[config.mk]
export PLATFORM = sky130hd
export DESIGN_NAME = char_lcd_write_sequencer_unit
export DESIGN_NICKNAME = d
export VERILOG_FILES = /design/src/design/lcdws_pkg.sv /design/src/design/lcdws_fifo.sv /design/src/design/lcdws_front.sv /design/src/design/lcdws_back.sv /design/src/design/char_lcd_write_sequencer_unit.sv
export SDC_FILE = /design/constraint.sdc
export NUM_CORES = 1
export LEC_CHECK = 0
export ABC_AREA = 1
export BUFFER_PORTS_ARGS = -buffer_cell sky130_fd_sc_hd__clkbuf_2
export CAP_MARGIN = 20
export CORE_MARGIN = 4
export CORE_UTILIZATION = 45
export CTS_CLUSTER_SIZE = 25
export DETAILED_ROUTE_END_ITERATION = 6
export PLACE_DENSITY = 0.66
export SYNTH_ARGS = -nofsm -noshare
export SYNTH_HDL_FRONTEND = slang
export SYNTH_SLANG_ARGS = --single-unit
[constraint.sdc]
create_clock -name clk -period 5.9 [get_ports clk]
set_input_delay 0.59 -clock clk [delete_from_list [all_inputs] [get_ports clk]]
set_output_delay 0.59 -clock clk [all_outputs]
set_load 0.02 [all_outputs]
[src/design/lcdws_pkg.sv]
// ----------------------------------------------------------------------------
// lcdws_pkg
// Shared types and constants for the character LCD write sequencer.
// ----------------------------------------------------------------------------
package lcdws_pkg;

  // Request kinds.
  localparam logic [1:0] REQ_CMD    = 2'd0;
  localparam logic [1:0] REQ_DATA   = 2'd1;
  localparam logic [1:0] REQ_CURSOR = 2'd2;
  localparam logic [1:0] REQ_NUMBER = 2'd3;

  // Configuration register indexes.
  localparam logic REG_BUS_MODE    = 1'b0;
  localparam logic REG_PULSE_TICKS = 1'b1;

  localparam logic [19:0] PULSE_TICKS_RESET = 20'd100000;

  // DDRAM row base addresses and the ASCII code of the digit zero.
  localparam logic [7:0] ROW_BASE_0   = 8'h00;
  localparam logic [7:0] ROW_BASE_1   = 8'h40;
  localparam logic [7:0] ROW_BASE_2   = 8'h14;
  localparam logic [7:0] ROW_BASE_3   = 8'h54;
  localparam logic [7:0] ASCII_ZERO   = 8'h30;

  // Reciprocal of ten for 16-bit operands: q = (n * RECIP_TEN) >> RECIP_SHIFT.
  localparam logic [16:0] RECIP_TEN   = 17'd52429;
  localparam int          RECIP_SHIFT = 19;
  localparam int          MAX_DIGITS  = 5;

  // One byte waiting to go out on the LCD bus.
  typedef struct packed {
    logic       rs;
    logic [7:0] data;
    logic       last;
  } lcdws_byte_t;

  function automatic logic [7:0] row_base(input logic [1:0] row);
    logic [7:0] base;
    case (row)
      2'd0:    base = ROW_BASE_0;
      2'd1:    base = ROW_BASE_1;
      2'd2:    base = ROW_BASE_2;
      default: base = ROW_BASE_3;
    endcase
    return base;
  endfunction

endpackage

[src/design/lcdws_fifo.sv]
// ----------------------------------------------------------------------------
// lcdws_fifo
// Short byte queue between the request front end and the bus sequencer.
// ----------------------------------------------------------------------------
module lcdws_fifo #(
  parameter int DEPTH = 4
) (
  input  logic                 clk,
  input  logic                 rst_n,
  input  logic                 wr_en,
  input  lcdws_pkg::lcdws_byte_t wr_data,
  output logic                 full,
  input  logic                 rd_en,
  output lcdws_pkg::lcdws_byte_t rd_data,
  output logic                 empty
);

  localparam int PW = (DEPTH > 1) ? $clog2(DEPTH) : 1;
  localparam int CW = $clog2(DEPTH + 1);
  localparam logic [PW-1:0] LAST_PTR = PW'(DEPTH - 1);
  localparam logic [CW-1:0] FULL_CNT = CW'(DEPTH);

  lcdws_pkg::lcdws_byte_t mem_r [DEPTH];
  logic [PW-1:0] wr_ptr_r, wr_ptr_nxt;
  logic [PW-1:0] rd_ptr_r, rd_ptr_nxt;
  logic [CW-1:0] count_r, count_nxt;
  logic          do_wr, do_rd;

  assign full    = (count_r == FULL_CNT);
  assign empty   = (count_r == '0);
  assign do_wr   = wr_en && !full;
  assign do_rd   = rd_en && !empty;
  assign rd_data = mem_r[rd_ptr_r];

  // Pointer and occupancy update.
  always_comb begin
    wr_ptr_nxt = wr_ptr_r;
    rd_ptr_nxt = rd_ptr_r;
    count_nxt  = count_r;
    if (do_wr) begin
      wr_ptr_nxt = (wr_ptr_r == LAST_PTR) ? '0 : wr_ptr_r + PW'(1);
    end
    if (do_rd) begin
      rd_ptr_nxt = (rd_ptr_r == LAST_PTR) ? '0 : rd_ptr_r + PW'(1);
    end
    if (do_wr && !do_rd) begin
      count_nxt = count_r + CW'(1);
    end else if (do_rd && !do_wr) begin
      count_nxt = count_r - CW'(1);
    end
  end

  always_ff @(posedge clk) begin
    if (!rst_n) begin
      wr_ptr_r <= '0;
      rd_ptr_r <= '0;
      count_r  <= '0;
    end else begin
      wr_ptr_r <= wr_ptr_nxt;
      rd_ptr_r <= rd_ptr_nxt;
      count_r  <= count_nxt;
    end
  end

  // Entry storage needs no reset.
  always_ff @(posedge clk) begin
    if (do_wr) begin
      mem_r[wr_ptr_r] <= wr_data;
    end
  end

endmodule

[src/design/lcdws_front.sv]
// ----------------------------------------------------------------------------
// lcdws_front
// Accepts requests and turns each into the bytes it sends, with RS and a
// marker on the final byte. Numbers are split into decimal digits first.
// ----------------------------------------------------------------------------
module lcdws_front (
  input  logic                   clk,
  input  logic                   rst_n,
  input  logic                   push,
  output logic                   full,
  input  logic [1:0]             in_req_type,
  input  logic [7:0]             in_byte_value,
  input  logic [1:0]             in_row,
  input  logic [5:0]             in_column,
  input  logic [15:0]            in_number_value,
  output logic                   q_push,
  output lcdws_pkg::lcdws_byte_t q_data,
  input  logic                   q_full
);

  localparam logic [1:0] FS_IDLE = 2'd0;
  localparam logic [1:0] FS_DIV  = 2'd1;
  localparam logic [1:0] FS_EMIT = 2'd2;

  logic [1:0]  state_r, state_nxt;
  logic [15:0] num_r, num_nxt;
  logic [2:0]  cnt_r, cnt_nxt;
  logic [2:0]  idx_r, idx_nxt;
  logic [3:0]  dig_r [lcdws_pkg::MAX_DIGITS];
  logic        dig_we;

  logic [32:0] prod;
  logic [15:0] quo;
  logic [15:0] rem_full;
  logic [3:0]  rem;
  logic [7:0]  cur_sum;

  assign full = (state_r != FS_IDLE) || q_full;

  // Divide by ten through the reciprocal, remainder by shift-and-add.
  assign prod     = num_r * lcdws_pkg::RECIP_TEN;
  assign quo      = 16'(prod[32:lcdws_pkg::RECIP_SHIFT]);
  assign rem_full = num_r - ((quo << 3) + (quo << 1));
  assign rem      = rem_full[3:0];

  assign cur_sum = {2'b00, in_column} + lcdws_pkg::row_base(in_row);

  // Request sequencing.
  always_comb begin
    state_nxt = state_r;
    num_nxt   = num_r;
    cnt_nxt   = cnt_r;
    idx_nxt   = idx_r;
    dig_we    = 1'b0;
    q_push    = 1'b0;
    q_data    = '0;
    case (state_r)
      FS_IDLE: begin
        if (push && !full) begin
          if (in_req_type == lcdws_pkg::REQ_NUMBER) begin
            num_nxt   = in_number_value;
            cnt_nxt   = '0;
            state_nxt = FS_DIV;
          end else begin
            q_push      = 1'b1;
            q_data.rs   = (in_req_type == lcdws_pkg::REQ_DATA);
            q_data.data = (in_req_type == lcdws_pkg::REQ_CURSOR) ?
                          {1'b1, cur_sum[6:0]} : in_byte_value;
            q_data.last = 1'b1;
          end
        end
      end
      FS_DIV: begin
        dig_we  = 1'b1;
        num_nxt = quo;
        cnt_nxt = cnt_r + 3'd1;
        if (quo == '0) begin
          idx_nxt   = cnt_r;
          state_nxt = FS_EMIT;
        end
      end
      FS_EMIT: begin
        if (!q_full) begin
          q_push      = 1'b1;
          q_data.rs   = 1'b1;
          q_data.data = lcdws_pkg::ASCII_ZERO + {4'd0, dig_r[idx_r]};
          q_data.last = (idx_r == '0);
          if (idx_r == '0) begin
            state_nxt = FS_IDLE;
          end else begin
            idx_nxt = idx_r - 3'd1;
          end
        end
      end
      default: begin
        state_nxt = FS_IDLE;
      end
    endcase
  end

  always_ff @(posedge clk) begin
    if (!rst_n) begin
      state_r <= FS_IDLE;
    end else begin
      state_r <= state_nxt;
    end
  end

  // Working value and digit store carry no reset.
  always_ff @(posedge clk) begin
    num_r <= num_nxt;
    cnt_r <= cnt_nxt;
    idx_r <= idx_nxt;
    if (dig_we) begin
      dig_r[cnt_r] <= rem;
    end
  end

endmodule

[src/design/lcdws_back.sv]
// ----------------------------------------------------------------------------
// lcdws_back
// Takes queued bytes and plays them out as held bus states: one or two
// transfers per byte, each an E-high state followed by an E-low state.
// ----------------------------------------------------------------------------
module lcdws_back (
  input  logic                   clk,
  input  logic                   rst_n,
  input  logic                   bus_mode,
  input  logic [19:0]            pulse_ticks,
  output logic                   q_pop,
  input  lcdws_pkg::lcdws_byte_t q_data,
  input  logic                   q_empty,
  output logic                   empty,
  input  logic                   pop,
  output logic                   out_reg_select,
  output logic [7:0]             out_bus_data,
  output logic                   out_enable_line,
  output logic                   out_last_state
);

  lcdws_pkg::lcdws_byte_t cur_r;
  logic        cur_valid_r, cur_valid_nxt;
  logic        cur_mode_r;
  logic [1:0]  step_r, step_nxt;
  logic [19:0] timer_r, timer_nxt;
  logic        out_valid_r, out_valid_nxt;
  logic        produce;
  logic        final_step;
  logic [7:0]  state_data;

  assign empty = !out_valid_r;
  assign q_pop = !cur_valid_r && !q_empty;

  // A new bus state goes out once the hold time is over and the slot is free.
  assign produce    = cur_valid_r && (timer_r == '0) && (!out_valid_r || pop);
  assign final_step = cur_mode_r ? (step_r == 2'd3) : (step_r == 2'd1);

  always_comb begin
    if (cur_mode_r) begin
      state_data = step_r[1] ? {cur_r.data[3:0], 4'd0} : {cur_r.data[7:4], 4'd0};
    end else begin
      state_data = cur_r.data;
    end
  end

  // Control update.
  always_comb begin
    cur_valid_nxt = cur_valid_r;
    step_nxt      = step_r;
    out_valid_nxt = out_valid_r;
    timer_nxt     = (timer_r != '0) ? timer_r - 20'd1 : '0;
    if (q_pop) begin
      cur_valid_nxt = 1'b1;
      step_nxt      = '0;
    end
    if (pop && out_valid_r) begin
      out_valid_nxt = 1'b0;
    end
    if (produce) begin
      out_valid_nxt = 1'b1;
      timer_nxt     = pulse_ticks - 20'd1;
      step_nxt      = step_r + 2'd1;
      if (final_step) begin
        cur_valid_nxt = 1'b0;
      end
    end
  end

  always_ff @(posedge clk) begin
    if (!rst_n) begin
      cur_valid_r <= 1'b0;
      step_r      <= '0;
      timer_r     <= '0;
      out_valid_r <= 1'b0;
    end else begin
      cur_valid_r <= cur_valid_nxt;
      step_r      <= step_nxt;
      timer_r     <= timer_nxt;
      out_valid_r <= out_valid_nxt;
    end
  end

  // Current byte and output beat payload.
  always_ff @(posedge clk) begin
    if (q_pop) begin
      cur_r      <= q_data;
      cur_mode_r <= bus_mode;
    end
    if (produce) begin
      out_reg_select  <= cur_r.rs;
      out_bus_data    <= state_data;
      out_enable_line <= !step_r[0];
      out_last_state  <= cur_r.last && final_step;
    end
  end

endmodule

[src/design/char_lcd_write_sequencer_unit.sv]
// ----------------------------------------------------------------------------
// char_lcd_write_sequencer_unit
// Character LCD write sequencer: requests in, held bus states out.
// ----------------------------------------------------------------------------
// Requests enter through push/full: a command byte, a data byte, a cursor
// position or a 16-bit number printed in decimal. Each bus state (RS, data
// lines, E level, last marker) leaves as one beat through empty/pop.
// A byte is two bus states on an eight-bit bus and four in nibble mode.
// Successive bus states are spaced apart by the hold timer in the back
// end, which is loaded from pulse_ticks; this timer sets the throughput.
// The first beat of a byte request passes through the byte queue and the
// back end's current-byte register before it reaches the result ports. A
// number first has its decimal digits split off one by one in the divider,
// then its digits are queued most significant first, and full stays high
// until all of its digits are queued.
// Byte requests are accepted back to back while the byte queue has room.
// If the receiver stalls, the current beat waits and the back end holds
// the next one; the queue then fills and full rises.
// Reset empties the queue and all stages; bus_mode resets to eight-bit and
// pulse_ticks to 100000. Registers are at byte addresses 0 and 4.
// ----------------------------------------------------------------------------
module char_lcd_write_sequencer_unit #(
  parameter int QUEUE_DEPTH = 4
) (
  input  logic        clk,
  input  logic        rst_n,
  // Request channel.
  input  logic        push,
  output logic        full,
  input  logic [1:0]  in_req_type,
  input  logic [7:0]  in_byte_value,
  input  logic [1:0]  in_row,
  input  logic [5:0]  in_column,
  input  logic [15:0] in_number_value,
  // Bus state channel.
  output logic        empty,
  input  logic        pop,
  output logic        out_reg_select,
  output logic [7:0]  out_bus_data,
  output logic        out_enable_line,
  output logic        out_last_state,
  // Configuration port.
  input  logic        psel,
  input  logic        penable,
  input  logic        pwrite,
  input  logic [2:0]  paddr,
  input  logic [31:0] pwdata,
  output logic [31:0] prdata,
  output logic        pready
);

  logic        bus_mode_r;
  logic [19:0] pulse_ticks_r;
  logic        cfg_wr;

  lcdws_pkg::lcdws_byte_t fq_wdata, fq_rdata;
  logic fq_push, fq_full, fq_pop, fq_empty;

  // Configuration registers.
  assign pready = 1'b1;
  assign cfg_wr = psel && penable && pwrite && pready;

  always_ff @(posedge clk) begin
    if (!rst_n) begin
      bus_mode_r    <= 1'b0;
      pulse_ticks_r <= lcdws_pkg::PULSE_TICKS_RESET;
    end else if (cfg_wr) begin
      case (paddr[2])
        lcdws_pkg::REG_BUS_MODE:    bus_mode_r    <= pwdata[0];
        lcdws_pkg::REG_PULSE_TICKS: pulse_ticks_r <= pwdata[19:0];
        default:                    bus_mode_r    <= bus_mode_r;
      endcase
    end
  end

  always_comb begin
    case (paddr[2])
      lcdws_pkg::REG_BUS_MODE:    prdata = {31'd0, bus_mode_r};
      lcdws_pkg::REG_PULSE_TICKS: prdata = {12'd0, pulse_ticks_r};
      default:                    prdata = '0;
    endcase
  end

  lcdws_front u_front (
    .clk             (clk),
    .rst_n           (rst_n),
    .push            (push),
    .full            (full),
    .in_req_type     (in_req_type),
    .in_byte_value   (in_byte_value),
    .in_row          (in_row),
    .in_column       (in_column),
    .in_number_value (in_number_value),
    .q_push          (fq_push),
    .q_data          (fq_wdata),
    .q_full          (fq_full)
  );

  lcdws_fifo #(
    .DEPTH (QUEUE_DEPTH)
  ) u_fifo (
    .clk     (clk),
    .rst_n   (rst_n),
    .wr_en   (fq_push),
    .wr_data (fq_wdata),
    .full    (fq_full),
    .rd_en   (fq_pop),
    .rd_data (fq_rdata),
    .empty   (fq_empty)
  );

  lcdws_back u_back (
    .clk             (clk),
    .rst_n           (rst_n),
    .bus_mode        (bus_mode_r),
    .pulse_ticks     (pulse_ticks_r),
    .q_pop           (fq_pop),
    .q_data          (fq_rdata),
    .q_empty         (fq_empty),
    .empty           (empty),
    .pop             (pop),
    .out_reg_select  (out_reg_select),
    .out_bus_data    (out_bus_data),
    .out_enable_line (out_enable_line),
    .out_last_state  (out_last_state)
  );

endmodule

# --- Word-level counts from Yosys, hierarchy flattened ---
# Memory sizes are Yosys's and may differ from the RTL's. A register that Yosys moved wholly into a read port is not among the register bits.
# Cells that the tools add are included.
classes:
  mux: 49
  n_reduce_logical: 40
  bitwise_logic: 1
  n_eq_ne: 18
  multipliers: 1
  add_sub_neg: 13
op_table:
  columns: ["op", "count"]
  rows:
  - ["case mux 32 bit (2 select lines)", 1]
  - ["two-way mux 20 bit", 2]
  - ["subtractor 20 x 1 -> 20 bit (second input constant)", 2]
  - ["multiplier 16 x 16 -> 32 bit (second input constant)", 1]
  - ["two-way mux 16 bit", 2]
  - ["case mux 16 bit (2 select lines)", 1]
  - ["two-way mux 10 bit", 3]
  - ["two-way mux 3 bit", 8]
  - ["two-way mux 8 bit", 3]
  - ["case mux 7 bit (3 select lines)", 1]
  - ["zero test 20 bit", 1]
  - ["case mux 10 bit (2 select lines)", 1]
  - ["nonzero test 20 bit", 1]
  - ["two-way mux 2 bit", 9]
  - ["zero test 16 bit", 1]
  - ["equality test 2 bit (second input constant)", 7]
  - ["two-way mux 1 bit", 14]
  - ["logical AND 1 bit", 12]
  - ["case mux 3 bit (2 select lines)", 2]
  - ["nonzero test 2 bit", 6]
  - ["equality test 2 x 1 -> 1 bit (second input constant)", 4]
  - ["zero test 1 bit", 8]
  - ["!= test 2 x 1 -> 1 bit (second input constant)", 4]
  - ["adder 6 x 4 -> 7 bit (first input constant)", 1]
  - ["18 further kinds", 27]
word_totals:
  input_bits: 76
  mem_bits_rw: 60
  n_memories: 2
  out_inout_bits: 46
  wordCells: 142
  register_bits: 88
mem_list:
  columns: ["memory", "words", "width", "read_ports", "rd_ports_with_merged_regs", "wr", "line", "rtl"]
  rows:
  - ["u_fifo.mem_r", 4, 10, 1, 1, 1, "lcdws_fifo.sv:23", "lcdws_pkg::lcdws_byte_t mem_r [DEPTH];"]
  - ["u_front.dig_r", 5, 4, 1, 1, 1, "lcdws_front.sv:29", "logic [3:0] dig_r [lcdws_pkg::MAX_DIGITS];"]

# --- Logic depth before layout (Yosys ltp) ---
# Gate-level depths: netlist of the first run.
logic_depth:
  ltp_word: 11
  ltp_mapped: 30
  mapped_depth_nobuf: 30

# --- Cells and area by module ---
# Synthesis of the first run repeated with hierarchy kept, for this count alone.
hier_totals:
  cells_unflattened: 1721
  area_unflattened_um2: 13669.4
by_module_without_submodules:
  columns: ["mod", "area_per_inst_um2", "seq_area_each_um2", "cells_per_inst", "n_inst"]
  rows:
  - ["lcdws_front", 7870.0, 1361.3, 1012, 1]
  - ["lcdws_back", 2646.3, 1141.1, 355, 1]
  - ["lcdws_fifo", 1994.4, 1381.3, 169, 1]
  - ["char_lcd_write_sequencer_unit", 1158.6, 420.4, 185, 1]

# --- Worst setup path after synthesis of the first run ---
# Ideal clock, no wire load.
synth_timing:
  kind: "reg-to-reg"
  start: "register u_front.num_r[3]"
  end: "memory u_front.dig_r[0][3], data pin"
  setup_slack_ns: 0.409
  path_stages_with_launch: 27
  required_time_ns: 5.636
  setup_ns: 0.264
  period_less_slack_ns: 5.491
  n_path_buf: 0
  arrival_time_ns: 5.227
  cell_sequence: "edfxtp_1 > ha_1 > inv_1 > fa_1 > inv_1 > fa_1 > fa_1 > fa_1 > inv_1 > fa_1 > inv_1 > ha_1 > nand2_1 > inv_2 > nand2_2 > inv_1 > nand2_1 > nand3_1 > inv_1 > nand3_1 > nand2_1 > inv_1 > ha_1 > xor2_1 > xor2_1 > xnor2_1 > inv_1"
synth_between:
  elab_chain_len: 3
synth_lines:
  columns: ["element", "line", "rtl"]
  rows:
  - ["start, declared", "lcdws_front.sv:26", "logic [15:0] num_r, num_nxt;"]
  - ["start signal, assigned", "lcdws_front.sv:111", "num_r <= num_nxt;"]
  - ["multiplier 16 x 16 -> 32 bit", "lcdws_front.sv:41", "assign prod = num_r * lcdws_pkg::RECIP_TEN;"]
  - ["adder 4 bit", "lcdws_front.sv:43", "assign rem_full = num_r - ((quo << 3) + (quo << 1));"]
  - ["subtractor 4 bit *", "lcdws_front.sv:43", null]
  - ["named net u_front.rem_full[3]", "lcdws_front.sv:34", "logic [15:0] rem_full;"]
  - ["end, declared", "lcdws_front.sv:29", null]
# Mark *: on every way through the listed nets, which the timed path passes. The rest lies on a longest branch.

# --- Worst setup path in the final report of the first run ---
layout_timing:
  start: "register u_front.num_r[11]"
  end: "register u_front.idx_r[1] (enable)"
layout_between:
  elab_chain_len: 4
layout_lines:
  columns: ["element", "line", "rtl"]
  rows:
  - ["multiplier 16 x 16 -> 32 bit", "lcdws_front.sv:41", null]
  - ["zero test 16 bit", "lcdws_front.sv:77", "if (quo == '0) begin"]
  - ["!= test 2 x 1 -> 1 bit (no source line)", null, null]
  - ["AND reduction 4 bit (no source line)", null, null]
  - ["end signal, assigned", "lcdws_front.sv:113", "idx_r <= idx_nxt;"]
  - ["end, declared", "lcdws_front.sv:28", "logic [2:0] idx_r, idx_nxt;"]
# Every way passes these cells.
# A chain may end at the register's enable or synchronous reset.

==> results of run 1 <==
[layer usage]
layer | wire [um] | global-route usage, % | part of all wire (%)
met5 | 0 | 0 | 0
met4 | 437 | 4.67 | 1.4
met3 | 1430 | 2.90 | 4.7
met2 | 14300 | 32.5 | 47
met1 | 14400 | 27.3 | 47
[worst paths after layout]
path | start | end | slack (ns) | cells past startpoint
worst max-delay path | u_front.num_r[11]$_DFFE_PP_ | u_front.idx_r[1]$_DFFE_PP_ | 0.27 | 21
worst min-delay path | pwdata[7] | pulse_ticks_r[7]$_SDFFE_PN1P_ | 0.37 | 3
worst max register to register | u_front.num_r[11]$_DFFE_PP_ | u_front.idx_r[1]$_DFFE_PP_ | 0.27 | 21
worst min register to register | u_back.cur_r[9]$_DFFE_PP_ | u_back.out_reg_select$_DFFE_PP_ | 0.42 | 0
[placed cells by master, fill, tap and decap left out, drive strengths merged, types with 13 or more instances in the layout]
cell type / instances
inv: 357
nand2: 302
nor2: 159
ha: 148
clkbuf: 111
edfxtp: 104
o21ai: 87
fa: 81
a21oi: 74
dfxtp: 57
nand3: 51
buf: 34
xor2: 21
nor3: 21
xnor2: 15
conb: 13
[final cells by class]
type | count | share of cell area, %
clock inverters | 15 | 1.24
repair buffers | 128 | 4.89
flip-flops and latches | 161 | 28.6
inverters | 354 | 8.91
multi-input cells | 1033 | 50.3
clock buffers | 17 | 2.85
well taps | 384 | 3.22
[worst max-delay path: stages (launching register included)]
cell	delay [ns]
edfxtp_1	0.57
ha_4	0.36
inv_1	0.09
fa_1	0.52
fa_1	0.53
fa_1	0.53
fa_1	0.55
inv_1	0.04
ha_1	0.29
ha_2	0.42
nand2_2	0.09
nor2_2	0.16
nand3_1	0.15
clkinv_1	0.14
nand3_1	0.10
nand4_1	0.13
nand2_1	0.06
nor2_1	0.10
nand3_1	0.12
nor2_4	0.13
nand3_4	0.12
nand2_4	0.13
[state kept, by name (all words and copies together), names as in the netlist, 8 cells and up, named ones only]
signal / flops
pulse_ticks_r: 20
u_back.timer_r: 20
u_front.dig_r: 20
u_fifo.mem_r: 40
u_front.num_r: 16
u_back.out_bus_data: 8
u_back.cur_r: 10
[stage by stage]
stage | setup TNS [ns] | instance area (um^2) | utilization [%]
4_1_cts | 0 | 14700 | 51.3
6_report | 0 | 14900 | 52.0
3_5_place_dp | -0.0179 | 14100 | 49.1
2_1_floorplan | 0 | 13100 | -
3_3_place_gp | 0 | 14100 | 49.1
5_1_grt | -0.0642 | 14900 | 52.0
[timing repair]
item | 4_1_cts | 5_1_grt
pin swaps | 0 | 18
resized for setup | 1 | 20
setup buffers | 0 | 8
setup endpoints to repair | 3 | 18
[kinds of logic after synthesis]
group / Yosys count / synth area share, %
compound gates: 200 / 8.44
xor+xnor: 36 / 2.41
fa+ha+maj: 229 / 26.5
buf+inv: 391 / 11.6
flops: 161 / 32.5
other cells: 2 / 0.0573
simple gates: 555 / 18.4
==> impl_metrics.yaml, run 1 <==
outcome:
  status: "complete, no violations"
global_routing:
  antenna_found_initial: 0
  grt_pass1_vias: 9871
  grt_use_total_pct: 19.7
  grt_pass1_wl_um: 49700
  grt_max_degree: 29
  grt_overflow: 0
critical_path:
  cp-start-kind: "register"
  crit_path_max_fanout: 6
  cp.required_ns: 6.04
  worstPathArrival_ns: 5.77
  crit_path_end_kind: "register"
  path_class: "register to register"
detailed_routing:
  vias: 10100
  avgViaCountPerCell: 4.82
  drc: 0
  firstDrtPassIters: 5
  wl_um: 30600
  drtIter0Drc: 636
  detail_route.wl_per_cell_um: 14.6
  ant_nets: 0
clock_network:
  clk_latency_ns: 0.44
  numCtsBuffers: 17
  cts_tree: "done"
  holdBufCountCts: 0
  clockRootBuffer: "clkbuf_16"
  clockBufferDepth: 2
  clk_pin_slew_ns: 0.08
  h-tree-depth: 4
  cts.sinks: 161
floorplanning:
  core_area_um2: 28700
  ios: 122
  rows: 62
  fp.dieW_um: 179
  dieArea_um2: 31900
  initial_core_util_pct: 45.6
  fp.dieH_um: 179
synth:
  synth_warnings: 0
  yosys.area.top_type: "edfxtp_1"
  synth_common_cells: "inv_1 (344), nand2_1 (291), ha_1 (148)"
  syn_inst: 1574
  avgSynthCellArea_um2: 8.32
  synth.most_common_cell: "inv_1"
  synth_top_area_share_pct: 23.8
  synth_seq_area_share_pct: 32.5
  ys_ff_latch: 161
  syn-cell-area_um2: 13100
  synth_top_flop_cell: "edfxtp_1"
  synth.distinct_cells: 46
  async_flop_share_pct: 0
  yosys-top-cells-area: "edfxtp_1 (24%), ha_1 (14%), fa_1 (12%)"
  synth-edff-count: 104
sta:
  hold_viol_final: 0
  slew_violations: 0
  setup_viol: 0
  skew_ns: 0.0147
  whs_ns: 0.374
  relSlewSlack_pct: 34.1
  finalCriticalPeriod_ns: 5.63
  tightest_slew_ns: 0.985
  fmax_mhz: 178
  final.period_utilization_pct: 95.3
  setup_ws_ns: 0.275
final_layout:
  final_cells: 2092
  fillers: 2712
  nNetsFinal: 2000
  multi_input_area_um2: 7510
  syn_to_final_growth_pct: 13.9
  drive_above_1_share_pct: 13.5
  seqCellArea_um2: 4260
  antennaDiodeCount: 0
place:
  placed_cells: 2052
  gp_congestion: 0.932
  dpl_worst_slack_ns: -0.00606
  hpwl_um: 24900
  port_buffers: 94
job:
  drv_cap: 0
min_path:
  worstHoldPathType: "input pin to register"
Power of run 1 is left out: the tool's default activity adds up to more than one toggle a clock period on the data nets, which glitch-free logic cannot reach.
==> run 2: changes to the inputs <==
--- a/config.mk
+++ b/config.mk
@@ -7,12 +7,10 @@
 export LEC_CHECK = 0
 export ABC_AREA = 1
 export BUFFER_PORTS_ARGS = -buffer_cell sky130_fd_sc_hd__clkbuf_2
-export CAP_MARGIN = 20
-export CORE_MARGIN = 4
+export CORE_MARGIN = 1.5
 export CORE_UTILIZATION = 45
 export CTS_CLUSTER_SIZE = 25
 export DETAILED_ROUTE_END_ITERATION = 6
-export PLACE_DENSITY = 0.66
 export SYNTH_ARGS = -nofsm -noshare
 export SYNTH_HDL_FRONTEND = slang
 export SYNTH_SLANG_ARGS = --single-unit
==> constraint.sdc (replaced) <==
create_clock -name clk -period 5.5 [get_ports clk]
set_input_delay 0.55 -clock clk [delete_from_list [all_inputs] [get_ports clk]]
set_output_delay 0.55 -clock clk [all_outputs]
set_load 0.02 [all_outputs]
==> run 2 against run 1 <==
Net effect:
- the flow now finishes with violations (negative setup slack)
- routed wire length increased by 4.7%
- clock skew about the same
- highest routed layer unchanged
- register-to-register slack got worse by 0.36 ns
==> impl_metrics.yaml, run 2 (synthesis gave the netlist of run 1 again) <==
critical_path:
  crit_path_end_kind: "register"
  worst_path_largest_cell_delay_ns: 0.59
  worstPathArrival_ns: 5.72
  path_class: "register to register"
  crit_family: "adder cells"
  critPathSlowestCell: "fa_2"
  cp-start-kind: "register"
  worst_r2r_path_depth: 23
  crit_cells: 23
  cp.required_ns: 5.63
  path_cells: "buf_6 -> ha_4 -> inv_1 -> fa_1 -> inv_1 -> fa_2 -> fa_1 -> fa_1 -> fa_1 -> ha_4 -> nand2_4 -> nor2_2 -> nand2_1 -> nand2_1 -> nand2_1 -> buf_4 -> nand4_2 -> nand2_1 -> nor2_1 -> nand3_1 -> nor2_4 -> nand3_4 -> nand2_4"
  crit_path_max_fanout: 6
  critPathBufInv: 4
job:
  drv_cap: 0
clock_network:
  holdBufCountCts: 0
  numCtsBuffers: 17
  h-tree-depth: 4
  clockBufferDepth: 2
  clockRootBuffer: "clkbuf_16"
  cts_tree: "done"
  clk_latency_ns: 0.44
  cts.sinks: 161
  clk_pin_slew_ns: 0.08
floorplanning:
  fp.dieH_um: 174
  core_area_um2: 28700
  initial_core_util_pct: 45.6
  rows: 62
  dieArea_um2: 30100
  fp.dieW_um: 174
  ios: 122
sta:
  final.period_utilization_pct: 102
  tightest_slew_ns: 1.12
  slew_violations: 0
  whs_ns: 0.327
  hold_viol_final: 0
  finalCriticalPeriod_ns: 5.58
  relSlewSlack_pct: 25.3
  setup_viol: 12
  rsz0062_at_grt: "yes"
  fmax_mhz: 179
  skew_ns: 0.0146
  setup_ws_ns: -0.0848
outcome:
  status: "finished with violations"
  violations: "negative setup slack"
place:
  port_buffers: 94
  gp_congestion: 0.885
  placed_cells: 2118
  hpwl_um: 25800
final_layout:
  nNetsFinal: 2079
  top_register: "u_fifo.mem_r"
  layout_commonest_cell: "inv_1"
  antennaDiodeCount: 0
  syn_to_final_growth_pct: 21.3
  seqCellArea_um2: 4260
  final_cells: 2171
  largest_register_ffs: 40
  utilization_pct: 55.4
  multi_input_area_um2: 7820
  fillers: 2657
  drive_above_1_share_pct: 19.9
  final_cell_mix: "inv_1 (335), nand2_1 (279), nor2_1 (140)"
min_path:
  worstHoldPathType: "input pin to register"
  hold_depth: 3
detailed_routing:
  wl_um: 32000
  drtIter0Drc: 544
  detail_route.wl_per_cell_um: 14.8
  vias: 10500
  avgViaCountPerCell: 4.83
  firstDrtPassIters: 5
  drc: 0
  ant_nets: 0
global_routing:
  grt_use_total_pct: 22.4
  grt_max_degree: 31
  grt_overflow: 0
  antenna_found_initial: 0
  grt_pass1_vias: 10700
  grt_pass1_wl_um: 53500
-- run 2: final cells by class --
class	count	area share, %
timing repair buffer	207	8.61
inverter	354	8.41
sequential	161	26.8
clock buffer	17	2.68
tap	384	3.02
multi-input combinational	1033	49.2
clock inverter	15	1.22
-- run 2: path summary, 6_finish.rpt --
| check | slack, ns | start | end |
|---|---|---|---|
| max | -0.08 | u_front.num_r[3]$_DFFE_PP_ | u_front.idx_r[2]$_DFFE_PP_ |
| min | 0.33 | pwdata[7] | pulse_ticks_r[7]$_SDFFE_PN1P_ |
| max reg2reg | -0.08 | u_front.num_r[3]$_DFFE_PP_ | u_front.idx_r[2]$_DFFE_PP_ |
| min reg2reg | 0.43 | u_back.cur_r[9]$_DFFE_PP_ | u_back.out_reg_select$_DFFE_PP_ |
-- run 2: repair_timing --
| action | 4_1_cts | 5_1_grt |
|---|---|---|
| setup endpoints to repair | 28 | 23 |
| buffers inserted | 17 | 4 |
| pin swaps | 47 | 13 |
| resized for setup | 61 | 34 |
-- run 2: stage by stage --
stage | area (um^2) | setup WS (ns) | setup TNS [ns]
final | 15900 | -0.0848 | -0.634
after global routing | 15900 | -0.292 | -3.74
after CTS | 15700 | -0.0436 | -0.326
after detailed placement | 14600 | -0.366 | -5.71
after global placement | 14600 | -0.375 | -5.86
after floorplan | 13100 | 0.00940 | 0
-- run 2: per-layer routing --
metal / up-vias / track usage, % / routed length, um / part of all wire, %
li1: 5351 / - / - / -
met1: 4895 / 29.8 / 14900 / 47
met2: 199 / 38.0 / 15500 / 48
met3: 40 / 3.31 / 1040 / 3.2
met4: 0 / 6.29 / 629 / 2.0
met5: - / 0 / 0 / 0
-- run 2: worst reg2reg max path, cell delays in order, from the launching register on --
cell and delay [ns]:
edfxtp_1 0.51, buf_6 0.18, ha_4 0.26, inv_1 0.05
fa_1 0.54, inv_1 0.07, fa_2 0.59, fa_1 0.44
fa_1 0.51, fa_1 0.45, ha_4 0.33, nand2_4 0.07
nor2_2 0.15, nand2_1 0.07, nand2_1 0.09, nand2_1 0.10
buf_4 0.15, nand4_2 0.08, nand2_1 0.06, nor2_1 0.08
nand3_1 0.12, nor2_4 0.16, nand3_4 0.11, nand2_4 0.13
Power of run 2 is left out for the same reason.
==> run 3: changes to the inputs <==
--- a/config.mk
+++ b/config.mk
@@ -9,8 +9,10 @@
 export BUFFER_PORTS_ARGS = -buffer_cell sky130_fd_sc_hd__clkbuf_2
 export CORE_MARGIN = 1.5
 export CORE_UTILIZATION = 45
+export CTS_BUF_LIST = sky130_fd_sc_hd__clkbuf_16
 export CTS_CLUSTER_SIZE = 25
 export DETAILED_ROUTE_END_ITERATION = 6
 export SYNTH_ARGS = -nofsm -noshare
 export SYNTH_HDL_FRONTEND = slang
+export SYNTH_HIERARCHICAL = 1
 export SYNTH_SLANG_ARGS = --single-unit
==> run 3 against run 2 <==
Net effect:
- the run still ends with negative setup slack left
- worst hold slack improved by 0.0019 ns
- non-clock buffer count rose by 18
- die area increased by 4.3%
- synthesized area increased by 4.3%
- flip-flop and latch count increased by 2
- highest routed layer unchanged
==> impl_metrics.yaml, run 3 <==
place:
  gp_congestion: 0.943
  placed_cells: 2282
  dpl_worst_slack_ns: -0.451
  hpwl_um: 26900
  port_buffers: 94
global_routing:
  antenna_found_initial: 0
  grt_overflow: 0
  grt_max_degree: 37
  grt_pass1_vias: 11300
  grt_use_total_pct: 22.6
  grt_pass1_wl_um: 55500
critical_path:
  critPathSlowestCell: "fa_2"
  crit_path_max_fanout: 3
  cp-start-kind: "register"
  critical_path.most_common_cell: "nand2_2"
  critPathBufInv: 5
  worst_path_largest_cell_delay_ns: 0.59
  crit_family: "adder cells"
  worst_r2r_path_depth: 25
  crit_path_end_kind: "register"
  path_class: "register to register"
  crit_cells: 25
  cp.required_ns: 5.65
  worstPathArrival_ns: 5.71
detailed_routing:
  detail_route.wl_per_cell_um: 14.5
  vias: 11300
  firstDrtPassIters: 5
  drtIter0Drc: 621
  wl_um: 34000
  avgViaCountPerCell: 4.85
  ant_nets: 0
  drc: 0
sta:
  finalCriticalPeriod_ns: 5.56
  relSlewSlack_pct: 24.1
  setup_ws_ns: -0.0573
  hold_viol_final: 0
  skew_ns: 0.0209
  setup_viol: 12
  fmax_mhz: 180
  rsz0062_at_grt: "yes"
  slew_violations: 0
  final.period_utilization_pct: 101
  tightest_slew_ns: 1.13
  whs_ns: 0.329
clock_network:
  holdBufCountCts: 0
  clk_latency_ns: 0.45
  clk_pin_slew_ns: 0.08
  clockRootBuffer: "clkbuf_16"
  numCtsBuffers: 17
  cts.sinks: 163
  clockBufferDepth: 2
  h-tree-depth: 4
  cts_tree: "done"
synth:
  synth_top_area_share_pct: 22.8
  synth.distinct_cells: 46
  synth_common_cells: "inv_1 (375), nand2_1 (374), nor2_1 (202)"
  syn_inst: 1721
  synth.most_common_cell: "inv_1"
  synth-edff-count: 104
  synth_top_flop_cell: "edfxtp_1"
  async_flop_share_pct: 0
  yosys.area.top_type: "edfxtp_1"
  synth_seq_area_share_pct: 31.5
  avgSynthCellArea_um2: 7.94
  ys_ff_latch: 163
  yosys-top-cells-area: "edfxtp_1 (23%), ha_1 (14%), fa_1 (12%)"
  syn-cell-area_um2: 13700
  synth_warnings: 6
floorplanning:
  initial_core_util_pct: 45.9
  ios: 122
  rows: 63
  dieArea_um2: 31400
  fp.dieW_um: 177
  fp.dieH_um: 177
  core_area_um2: 29800
final_layout:
  top_register: "u_fifo/mem_r"
  largest_register_ffs: 40
  drive_above_1_share_pct: 22.5
  final_cell_mix: "inv_1 (356), nand2_1 (337), nor2_1 (192)"
  utilization_pct: 56.2
  antennaDiodeCount: 0
  final_cells: 2342
  syn_to_final_growth_pct: 22.6
  nNetsFinal: 2243
  layout_commonest_cell: "inv_1"
outcome:
  violations: "negative setup slack"
  status: "finished with violations"
job:
  drv_cap: 0
min_path:
  hold_depth: 3
  worstHoldPathType: "input pin to register"
[run 3: changes by cell type in the layout (fill, tap and decap cells not counted), sizes merged, moves of 3 or more]
cell / previous run / this run
nand3: 51 / 87
nand3b: 5 / 1
clkinv: 10 / 5
and2: 1 / 4
nor4: 5 / 1
nor3: 21 / 8
buf: 113 / 131
nand2: 302 / 392
or2: 2 / 5
o21ai: 87 / 58
nor2: 159 / 218
inv: 359 / 389
a21oi: 74 / 49
[run 3: what timing repair did]
item / 4_1_cts / 5_1_grt
pin swaps: 55 / 36
setup endpoints to repair: 18 / 18
endpoints found under the hold margin: 0 / 0
buffers inserted: 16 / 12
gates resized for setup: 86 / 66
[run 3: worst paths after layout]
check / startpoint / to / slack [ns]
hold reg to reg: u_back/cur_r[9]$_DFFE_PP_ / u_back/out_reg_select$_DFFE_PP_ / 0.43
setup / recovery: u_front/num_r[8]$_DFFE_PP_ / u_front/idx_r[2]$_DFFE_PP_ / -0.06
setup reg to reg: u_front/num_r[8]$_DFFE_PP_ / u_front/idx_r[2]$_DFFE_PP_ / -0.06
hold / removal: pwdata[9] / pulse_ticks_r[9]$_SDFFE_PN1P_ / 0.33
[run 3: routing by layer]
layer	global-route usage [%]	share of wire (%)
met3	2.74	3.6
met2	37.9	48
met4	8.33	2.9
met1	30.0	46
met5	0	0
[run 3: layout make-up]
cell class / instances / area, um^2
Fill cell: 2735 / 13000
Multi-Input combinational cell: 1149 / 8410
Sequential cell: 163 / 4300
Timing Repair Buffer: 225 / 1480
Inverter: 383 / 1440
Tap cell: 390 / 488
Clock buffer: 17 / 425
Clock inverter: 15 / 206
[run 3: cell families (layout without fill, tap and decap cells)]
kind of cell             after synthesis  after routing  share of synthesized area, %
AND/OR/NAND/NOR                      728            728                          22.5
buffers and inverters                420            640                          12.3
adder cells (fa/ha/maj)              228            228                          25.3
flip-flops                           163            163                          31.5
AO/OA/AOI/OAI                        144            144                          6.17
XOR/XNOR                              36             36                          2.31
other                                  2             13                        0.0549
[run 3: worst register-to-register path: stages, from the launching register on]
cell,delay (ns)
edfxtp_1,0.49
ha_4,0.33
inv_2,0.05
fa_1,0.53
inv_1,0.05
fa_1,0.52
fa_2,0.59
fa_1,0.43
fa_1,0.49
ha_4,0.33
nand2_4,0.08
inv_2,0.06
nand2_2,0.05
nand2_2,0.09
inv_1,0.05
nand2_2,0.07
nand2_2,0.05
nand3_1,0.07
nand2_1,0.07
nand2_2,0.11
nand3_4,0.09
nor3_4,0.24
nand2_2,0.11
nand2_2,0.10
nand3_2,0.11
inv_2,0.10
[run 3: through the flow]
| step | instance area, um^2 | TNS [ns] |
|---|---|---|
| floorplan | 13700 | 0 |
| global placement | 15200 | -4.88 |
| detailed placement | 15200 | -6.06 |
| CTS | 16400 | -0.192 |
| global route | 16800 | -2.95 |
| finish | 16800 | -0.415 |
Power of run 3 is left out for the same reason.
